<file path="src/rtl/gaps_ram.sv">
module gaps_ram #(
    parameter int WIDTH = 8,
    parameter int DEPTH = 256
) (
    input  logic                     i_clk,
    input  logic                     i_we,
    input  logic [$clog2(DEPTH)-1:0] i_waddr,
    input  logic [WIDTH-1:0]         i_wdata,
    input  logic [$clog2(DEPTH)-1:0] i_raddr,
    output logic [WIDTH-1:0]         o_rdata
);

    logic [WIDTH-1:0] r_mem [DEPTH];
    logic [WIDTH-1:0] r_rdata;

    // One write port and one registered read port.
    always_ff @(posedge i_clk) begin
        if (i_we) begin
            r_mem[i_waddr] <= i_wdata;
        end
        r_rdata <= r_mem[i_raddr];
    end

    assign o_rdata = r_rdata;

endmodule

</file>
<file path="config.mk">
export PLATFORM = sky130hd
export DESIGN_NAME = gaps_ram
export DESIGN_NICKNAME = d
export VERILOG_FILES = /design/src/rtl/gaps_ram.sv
export SDC_FILE = /design/constraint.sdc
export NUM_CORES = 2
export LEC_CHECK = 0
export BUFFER_PORTS_ARGS = -buffer_cell sky130_fd_sc_hd__buf_2
export CAP_MARGIN = 20
export CORE_UTILIZATION = 60
export DETAILED_ROUTE_END_ITERATION = 10
export GPL_TIMING_DRIVEN = 1
export PLACE_DENSITY = 0.76
export SYNTH_ARGS = -nofsm -noshare
export SYNTH_HDL_FRONTEND = slang
export SYNTH_SLANG_ARGS = --single-unit
</file>
<file path="constraint.sdc">
create_clock -name i_clk -period 2.4 [get_ports i_clk]
set_input_delay 0.24 -clock i_clk [delete_from_list [all_inputs] [get_ports i_clk]]
set_output_delay 0.24 -clock i_clk [all_outputs]
set_load 0.01 [all_outputs]
</file>
==> metrics.md <==
| Metric | Value |
|---|---|
| Status | finished clean |
| Flop2flop setup slack | ~0.054 ns |
| Fill cell count | about 7400 |
| Clock skew | 0.0412 ns |
| DRC violations left | 0 |
| Final period util | 0.978 |
| Final std cells w/o fill | ~6300 |
| Synthesized cell area | ~80000 µm² |
| CTS sink cnt | 2056 |
| Worst R2R Path Depth | 6 |
| Postcts setup bufs | 0 |
| Final setup fails | 0 |
| Hold Path End | r_mem[191][7] |
| First-pass GRT wire length | 293000 µm |
| WP data required | a little over 3 ns |
| Clock period minus worst slack | 2.35 ns |
| Worst slew pin tran | 0.876 ns |
| Port-buffer cells | 33 |
| Placed Cells | 5949 |
| Vias in the first global route | approximately 43000 |
| Hold Startpoint | i_wdata[7] |
| Worst Setup Start Kind | flip-flop |
| Worst R2R Start | r_mem[67][0] |
| Chip Width | between 300 and 400 µm |
| Std cell rows | between 100 and 150 |
| Post-synthesis sequential area ratio | 0.775 |
| Synth async-reset ratio | 0 |
| Layout cells sized above 1 | 0.318 |
| Synth cell count leaders | 2048 x edfxtp_1, 454 x mux4_2, 282 x nor2_1 |
| Share of the synthesized area in the top cell type | 0.773 |
| Post-DRT Antenna Nets | 0 |
| CP arrival | between 3 and 4 ns |
| Top post-synthesis cells by area | edfxtp_1 77%, mux4_2 13%, mux2i_1 1.7% |
| Initial antenna violation count | 12 |
| Largest net degree at the start of global routing | roughly 150 |
| Routed vias | approximately 43000 |
| GP Congestion | ~0.90 |
| Initial Utilization | 0.605 |
| Crit Path Category | reg -> reg |
| Clock tree from TritonCTS | yes |
| Routed wire length | between 200000 and 250000 µm |
| Synth warnings | 0 |
| Final Hold Viols | 0 |
| Fmax | 0.426 GHz |
| TritonCTS buffer count | approximately 190 |
| Syn Nets | roughly 3800 |
| Max-cap violations | 0 |
| R2r endpoint | o_rdata[0] |
| Overflow after GRT | 0 |
| Crit-path most repeated cell | mux4_2 |
| DIE AREA | 134000 µm² |
| Worst-path fanout max | 1 |
| Gate Count Post-Synth | between 3000 and 4000 |
| EDFF count, synth | 2048 |
| Leakage Power | approximately 30 nW |
| CTS clk-pin slew, worst paths | 0.06 ns |
| Synthesis-stage register bit count | roughly 2100 |
| Final instance area | between 90000 and 100000 µm² |
| Area Overhead vs Synth | 16.7% |
| Total track usage | 0.305 |
| Unique cell type count in the Yosys netlist | 55 |
| Placed cell area | ~87000 µm² |
| Critical path buffer and inverter count | 1 |
| Top-Level Pins | 34 |
| DRT iter0 DRCs | around 6300 |
| Die height | approximately 370 µm |
| Pwr Density | 792 nW/µm² |
| DR WL/cell | 32.3 µm |
| CP top delay family | multiplexers |
| Slowest cell delay on critical path | 0.50 ns |
| Detailed placement HPWL | 127000 µm |
| Synthesized area per cell | 21.3 µm² |
| CTS max path bufs | 3 |
| Core ar. | ~130000 µm² |
| Worst-skew pair later-pin latency | approximately 0.83 ns |
| Hold depth | 1 |
| Nets | 4422 |
| Clk root buf | clkbuf_16 |
| Peak supply drop | a little over 0.7 mV |
| Slowest cell on the critical path | mux4_2 |
| H-tree lvl count | 4 |
| Worst setup startpoint | r_mem[67][0] |
| Relative slew slack | 0.416 |
| Pre-Repair DR Iteration Count | 6 |
| Crit path cell chain | mux4_2 > mux4_2 > nor2b_1 > nor4_4 > buf_4 > nor4_2 |
| Top FF cell, synth | edfxtp_1 |
| Vias per cell | between 6 and 7 |
| RSZ-0062 raised after global routing | false |
| Count leader, synth | edfxtp_1 |
| Area leader, netlist | edfxtp_1 |
| Fin. max-slew vios | 0 |
| Worst min path class | in -> reg |
| Setup crit end kind | flip-flop |
sequential cells by signal, indices dropped and copies added (netlist names):
register  flops
o_rdata       8
r_mem      2048
area by class of cell:
cell class	instances	area, µm²	area share
clock buffer	234	5050	0.0544
antenna	3	7.51	0.0000809
inverter	2	7.51	0.0000809
clock inverter	121	1090	0.0117
sequential	2056	61700	0.664
multi-input combinational	1442	16600	0.178
tap	1755	2200	0.0237
timing repair buffer	700	6270	0.0675
placed cells by master (no fill, tap or decap), drive strengths merged, types with 6 or more instances in the layout:
| master | netlist | routed |
|---|---|---|
| o211ai | 10 | 10 |
| a22oi | 133 | 133 |
| dfxtp | 8 | 8 |
| inv | 1 | 6 |
| nand2 | 33 | 33 |
| mux4 | 456 | 456 |
| o221ai | 47 | 47 |
| a221oi | 14 | 14 |
| mux2i | 134 | 134 |
| clkinv | 1 | 99 |
| bufinv | 0 | 14 |
| nor4 | 27 | 27 |
| clkbuf | 111 | 242 |
| nor2b | 31 | 31 |
| nand2b | 8 | 8 |
| a22o | 8 | 8 |
| o21ai | 12 | 12 |
| dlygate4sd3 | 0 | 6 |
| o22ai | 28 | 28 |
| nand4 | 10 | 10 |
| a21oi | 96 | 96 |
| nor2 | 282 | 282 |
| buf | 122 | 686 |
| nor3 | 22 | 22 |
| edfxtp | 2048 | 2048 |
| and2 | 6 | 6 |
| nand3 | 34 | 34 |
| a211oi | 16 | 16 |
layer usage:
layer  share of wire  up-vias  global-route usage
li1                -    17000                   -
met1            0.35    22000               0.413
met2            0.49     3121               0.486
met3            0.12      551              0.0708
met4           0.045       10               0.125
met5         0.00032        -                   0
metrics by stage:
stage,hold slack [ns],setup slack (ns),utilization,setup TNS [ns],power (mW)
2_1_floorplan,0.339,0.222,-,0,42.3
3_3_place_gp,0.781,-0.931,0.658,-5.30,44.4
3_5_place_dp,0.783,-1.07,0.658,-5.47,44.5
4_1_cts,0.0404,0.000828,0.706,0,73.6
5_1_grt,0.0571,0.0135,0.706,0,75.1
6_report,0.0631,0.0536,0.706,0,73.5
report_power, final:
part / leakage (nW) / internal [mW] / switching (mW) / total (mW)
Combinational: 8.70 / 1.67 / 2.47 / 4.14
Clock: 3.01 / 16.5 / 13.1 / 29.7
Sequential: 18.5 / 39.6 / 0.0947 / 39.7
worst max-delay path by stage:
stage	cells after the start	slack, ns	to
floorplan	9	0.22	o_rdata[2]
global placement	8	-0.93	o_rdata[0]
detailed placement	10	-1.07	o_rdata[0]
CTS	7	0.0008	o_rdata[2]
global route	8	0.01	o_rdata[0]
finish	6	0.05	o_rdata[0]
timing repair:
item	CTS	global route
hold endpoints to repair	193	0
pin swaps	2	2
endpoints found under the setup margin	6	3
gates cloned	0	0
hold buffers	6	0
gates resized for setup	11	1
kinds of logic after synthesis:
logic type      count (synthesis)  share of synthesized area
buf+inv                       235                     0.0183
simple gates                  466                     0.0263
compound gates                385                     0.0342
flops                        2056                      0.775
mux                           591                      0.146
Note: power is estimated with default switching activity, not from simulation.
