[config.mk]
export PLATFORM = sky130hd
export DESIGN_NAME = gaps_hsqrt
export DESIGN_NICKNAME = d
export VERILOG_FILES = /design/src/rtl/gaps_pkg.sv /design/src/rtl/gaps_hsqrt.sv
export SDC_FILE = /design/constraint.sdc
export NUM_CORES = 1
export LEC_CHECK = 0
export ABC_AREA = 1
export BUFFER_PORTS_ARGS = -buffer_cell sky130_fd_sc_hd__buf_4
export CAP_MARGIN = 20
export CORE_ASPECT_RATIO = 0.6
export CORE_MARGIN = 5
export CORE_UTILIZATION = 47
export CTS_CLUSTER_SIZE = 28
export DETAILED_ROUTE_END_ITERATION = 16
export PLACE_DENSITY = 0.64
export SLEW_MARGIN = 20
export SYNTH_ARGS = -nofsm -noshare
export SYNTH_HDL_FRONTEND = slang
export SYNTH_SLANG_ARGS = --single-unit
[constraint.sdc]
create_clock -name i_clk -period 12.7 [get_ports i_clk]
set_input_delay 1.905 -clock i_clk [delete_from_list [all_inputs] [get_ports i_clk]]
set_output_delay 1.905 -clock i_clk [all_outputs]
set_load 0.01 [all_outputs]
[src/rtl/gaps_pkg.sv]
package gaps_pkg;

    // Map geometry.
    localparam int GRID_SIDE = 64;
    localparam int COORD_W   = $clog2(GRID_SIDE);
    localparam int CELLS     = GRID_SIDE * GRID_SIDE;
    localparam int CELL_W    = $clog2(CELLS);
    localparam int COUNT_W   = CELL_W + 1;

    // Fixed point costs with 8 fraction bits.
    localparam int                COST_W        = 21;
    localparam logic [COST_W-1:0] COST_MAX      = '1;
    localparam logic [COST_W-1:0] STEP_STRAIGHT = COST_W'(256);
    localparam logic [COST_W-1:0] STEP_DIAGONAL = COST_W'(362);

    // Heuristic square root: radicand is (dr*dr + dc*dc) << 16.
    localparam int SQ_W    = 2 * COORD_W + 1;
    localparam int RAD_W   = SQ_W + 16;
    localparam int BIT_TOP = ((RAD_W - 1) % 2 == 0) ? RAD_W - 1 : RAD_W - 2;

    // Per-cell search marks.
    localparam int              MARK_W      = 2;
    localparam logic [MARK_W-1:0] MARK_NONE   = 2'b00;
    localparam logic [MARK_W-1:0] MARK_OPEN   = 2'b01;
    localparam logic [MARK_W-1:0] MARK_CLOSED = 2'b10;

    typedef enum logic [1:0] {
        ACT_WRITE  = 2'd0,
        ACT_SEARCH = 2'd1,
        ACT_READ   = 2'd2,
        ACT_NONE   = 2'd3
    } t_action;

    typedef enum logic [2:0] {
        STS_OK          = 3'd0,
        STS_OUT_OF_MAP  = 3'd1,
        STS_BLOCKED     = 3'd2,
        STS_SAME_CELL   = 3'd3,
        STS_NO_PATH     = 3'd4,
        STS_BEYOND_PATH = 3'd5
    } t_status;

    typedef enum logic [4:0] {
        ST_CLEAR,
        ST_IDLE,
        ST_DISPATCH,
        ST_FREE_GOAL,
        ST_FREE_CHK,
        ST_MARK_CLR,
        ST_START_H,
        ST_START_HW,
        ST_SEL,
        ST_REMOVE,
        ST_POP,
        ST_EXP_G,
        ST_EXP_DIR,
        ST_EXP_CHK,
        ST_EXP_H,
        ST_PATH_COST,
        ST_PATH_STEP,
        ST_PATH_WAIT,
        ST_READ_WAIT
    } t_state;

    // Row step of a neighbour direction, row-major order of the eight deltas.
    function automatic logic signed [1:0] dir_row(input logic [2:0] d);
        logic signed [1:0] r;
        case (d)
            3'd0, 3'd1, 3'd2: r = -2'sd1;
            3'd3, 3'd4:       r = 2'sd0;
            default:          r = 2'sd1;
        endcase
        return r;
    endfunction

    // Column step of a neighbour direction.
    function automatic logic signed [1:0] dir_col(input logic [2:0] d);
        logic signed [1:0] c;
        case (d)
            3'd0, 3'd3, 3'd5: c = -2'sd1;
            3'd1, 3'd6:       c = 2'sd0;
            default:          c = 2'sd1;
        endcase
        return c;
    endfunction

    // Saturating cost addition.
    function automatic logic [COST_W-1:0] sat_add(input logic [COST_W-1:0] a,
                                                  input logic [COST_W-1:0] b);
        logic [COST_W:0] s;
        s = {1'b0, a} + {1'b0, b};
        return s[COST_W] ? COST_MAX : s[COST_W-1:0];
    endfunction

endpackage

[src/rtl/gaps_hsqrt.sv]
module gaps_hsqrt (
    input  logic                          i_clk,
    input  logic                          i_rst_n,
    input  logic                          i_start,
    input  logic [gaps_pkg::COORD_W-1:0]  i_row,
    input  logic [gaps_pkg::COORD_W-1:0]  i_col,
    input  logic [gaps_pkg::COORD_W-1:0]  i_goal_row,
    input  logic [gaps_pkg::COORD_W-1:0]  i_goal_col,
    output logic                          o_done,
    output logic [gaps_pkg::COST_W-1:0]   o_h
);
    import gaps_pkg::*;

    logic             r_busy, r_done;
    logic [RAD_W-1:0] r_v, r_res, r_bit;
    logic [COORD_W-1:0] dr, dc;
    logic [SQ_W-1:0]    sq_sum;
    logic [RAD_W:0]     trial;

    // Distances and their squared sum, registered before the root iterations.
    always_comb begin
        dr     = (i_row > i_goal_row) ? i_row - i_goal_row : i_goal_row - i_row;
        dc     = (i_col > i_goal_col) ? i_col - i_goal_col : i_goal_col - i_col;
        sq_sum = SQ_W'(dr * dr) + SQ_W'(dc * dc);
        trial  = {1'b0, r_res} + {1'b0, r_bit};
    end

    // Control: one root digit per cycle until the lowest bit has been tried.
    always_ff @(posedge i_clk) begin
        if (!i_rst_n) begin
            r_busy <= 1'b0;
            r_done <= 1'b0;
        end else begin
            r_done <= 1'b0;
            if (i_start) begin
                r_busy <= 1'b1;
            end else if (r_busy && r_bit[0]) begin
                r_busy <= 1'b0;
                r_done <= 1'b1;
            end
        end
    end

    // Bitwise integer square root datapath.
    always_ff @(posedge i_clk) begin
        if (i_start) begin
            r_v   <= {sq_sum, 16'd0};
            r_res <= '0;
            r_bit <= RAD_W'(1) << BIT_TOP;
        end else if (r_busy) begin
            if ({1'b0, r_v} >= trial) begin
                r_v   <= r_v - trial[RAD_W-1:0];
                r_res <= (r_res >> 1) + r_bit;
            end else begin
                r_res <= r_res >> 1;
            end
            r_bit <= r_bit >> 2;
        end
    end

    assign o_done = r_done;
    assign o_h    = (|r_res[RAD_W-1:COST_W]) ? COST_MAX : r_res[COST_W-1:0];

endmodule

==> impl_results.md <==
* Outcome: finished clean
* Post-CTS Hold Fix Bufs at 0
* Ports at 49
* Rel. slew slack at 26.56%
* Distinct cells, synth at 51
* CP Class: input port to flop
* Die ar. at 0.02494 mm^2
* Post-synthesis sequential area ratio at 15.93%
* Largest cells by area after synthesis: nand2_1 (15%), ha_1 (13%), dfxtp_1 (12%), inv_1 (9.6%), fa_1 (7.8%)
* Total clock sinks at 75
* Clock slew at reported path FFs at 60 ps
* Pins over their slew limit at 0
* Synth Instances at 1587
* DRC violations left at 0
* Gpl congestion at 0.9908
* Final Cycle Share at between 60% and 70%
* CTS Buf Count at 9
* # port buffers at 48
* GR Util All Layers at about a quarter
* Count of final setup violators at 0
* Commonest cells in the netlist: nand2_1 (407), inv_1 (261), nor2_1 (167)
* FP Rows at 41
* Crit path largest cell delay at between 500 and 600 ps
* CTS tree: built
* Top-count cell post-synth: nand2_1
* Setup slack at placement at 4306 ps
* Count of cells resized by post-cts repair at 0
* Post-DRT Antenna Nets at 0
* 1st-pass router iterations at 6
* #FFs+latches synth at 75
* Longest Clk Path Bufs at 2
* CP arrival at 8160 ps
* Drt wl/cell at 16.34 um
* Initial antenna violation count at 0
* Vias in the first global route at slightly below 9000
* DP Wirelength at 25450 um
* Dominant synthesized flop cell: dfxtp_1
* H-tree depth at 3
* Total Wirelength at ~31000 um
* Starting Density at roughly half
* Fin Setup TNS at 0 ps
* Number of synthesis warnings at 0
* Layout cells sized above 1 at 7.218%
* Hold crit path type: flop to flop
* Final core occ at between 50% and 60%
* DR vias at 10190
* Die height at 124.3 um
* Startpoint class of the critical path: input port
* Worst Path Buf+Inv at 6
* Worst slew pin tran at 1098 ps
* Asr flop ratio synth at 0%
* EDFF count, synth at 13
* Minimum clock period at 8052 ps
* Mapped Area at 0.01024 mm^2
* Avg Cell Area, Syn at roughly 6.5 um^2
* Syn_nets at 1762
* Final hold viol count at 0
* Worst EP required at approximately 13000 ps
* Max cap viols at 0
* Die Width at 200.6 um
* Max FO, Critical Path at 8
* Unrepaired setup endpoints after global routing: no
* Largest area contributor in the netlist: nand2_1
* Aggregate global routing overflow at 0
* First-pass GRT wire length at between 40000 and 50000 um
* Worst-case clock skew at 6.770 ps
* Max Freq at about 120 MHz
* Largest net degree at the start of global routing at 47
* Vias per inst at between 5 and 6
* Worst setup margin at 4648 ps
* Core Region at 0.02124 mm^2
* P&R area growth vs syn at 7.806%
* Clock root buffer: clkbuf_16
* Crit-path most repeated cell: fa_1
* CP Capture Type: flop
* Top cell type's share of synthesized area at 14.92%
* Layout net count at 1792
* Starting DRT DRC Count at 1219
* # diodes at 0
* Clock latency on the worst-skew pair at ~360 ps
* Critical Path Slowest Stage Cell: fa_1
* Postcts setup bufs at 0
* Top delay family on crit path: adder cells
[metrics by stage]
step	std cells	hold slack (ps)	instance area [um^2]
after floorplan	1587	443.4	10240
final	1900	472.2	11040
after detailed placement	1885	465.8	10760
after CTS	1900	475.4	11040
after global routing	1900	491.8	11040
after global placement	1885	459.1	10760
[routing by layer]
metal  up-vias  global-route usage [%]  share of wire (%)
met1      4609                   42.26                 55
met4         0                   2.305               0.53
met5         -                       0                  0
li1       5133                       -                  -
met2       428                   28.12                 34
met3        21                   7.884                 11
[kinds of logic after synthesis]
| logic type | after synthesis | synth area share [%] |
|---|---|---|
| simple gates | 732 | 30.64 |
| flops | 75 | 15.93 |
| fa+ha+maj | 148 | 21.01 |
| xor+xnor | 75 | 6.413 |
| buf+inv | 300 | 11.91 |
| compound gates | 257 | 14.10 |
[tightest hold or removal path, cell delays in order, from the launching register on]
cell and delay (ps):
dfxtp_1 320, nand3_2 60, nand2_1 40
[placed cells by master (no fill, tap or decap), types with 3 or more instances in the layout]
master       n
a31oi_1      9
inv_2        4
clkbuf_16    9
nand4_1     23
o21ai_1      7
clkinv_2     3
nor2_2       6
nor2_1     166
o21bai_1    10
xnor2_1     33
xor2_1      42
buf_4       51
nand3b_1     3
o21ai_2     10
nand2_2      8
nand2_1    407
edfxtp_1    13
fa_1        40
nor3_1      14
nand3_2     10
o21ai_0    107
inv_1      261
a21o_1       8
a21oi_1     88
dfxtp_1     62
o211ai_1     5
nand3_1     83
o221ai_1     3
ha_1       108
[worst paths after layout]
| kind | from | slack [ps] | end | cells after the start |
|---|---|---|---|---|
| max | i_col[2] | 4650 | r_v[28] | 29 |
| min | r_v[15] | 470 | r_v[15] | 2 |
| max reg2reg | r_res[4] | 7560 | r_v[28] | 24 |
| min reg2reg | r_v[15] | 470 | r_v[15] | 2 |
[state kept, by name, summed over array words and instances, names as in the netlist]
| name | count |
|---|---|
| o_done | 1 |
| r_bit | 15 |
| r_busy | 1 |
| r_res | 29 |
| r_v | 29 |
[final cells by class]
| type | count | area, um^2 |
|---|---|---|
| clock buffer | 11 | 252.7 |
| clock inverter | 4 | 25.02 |
| multi-input combinational | 1212 | 7393 |
| tap | 279 | 349.1 |
| fill | 2236 | 10200 |
| timing repair buffer | 51 | 382.9 |
| inverter | 268 | 1007 |
| sequential | 75 | 1632 |
Power is not shown: default switching activity piles up to over one toggle a cycle in this logic, so the estimate is an artifact.
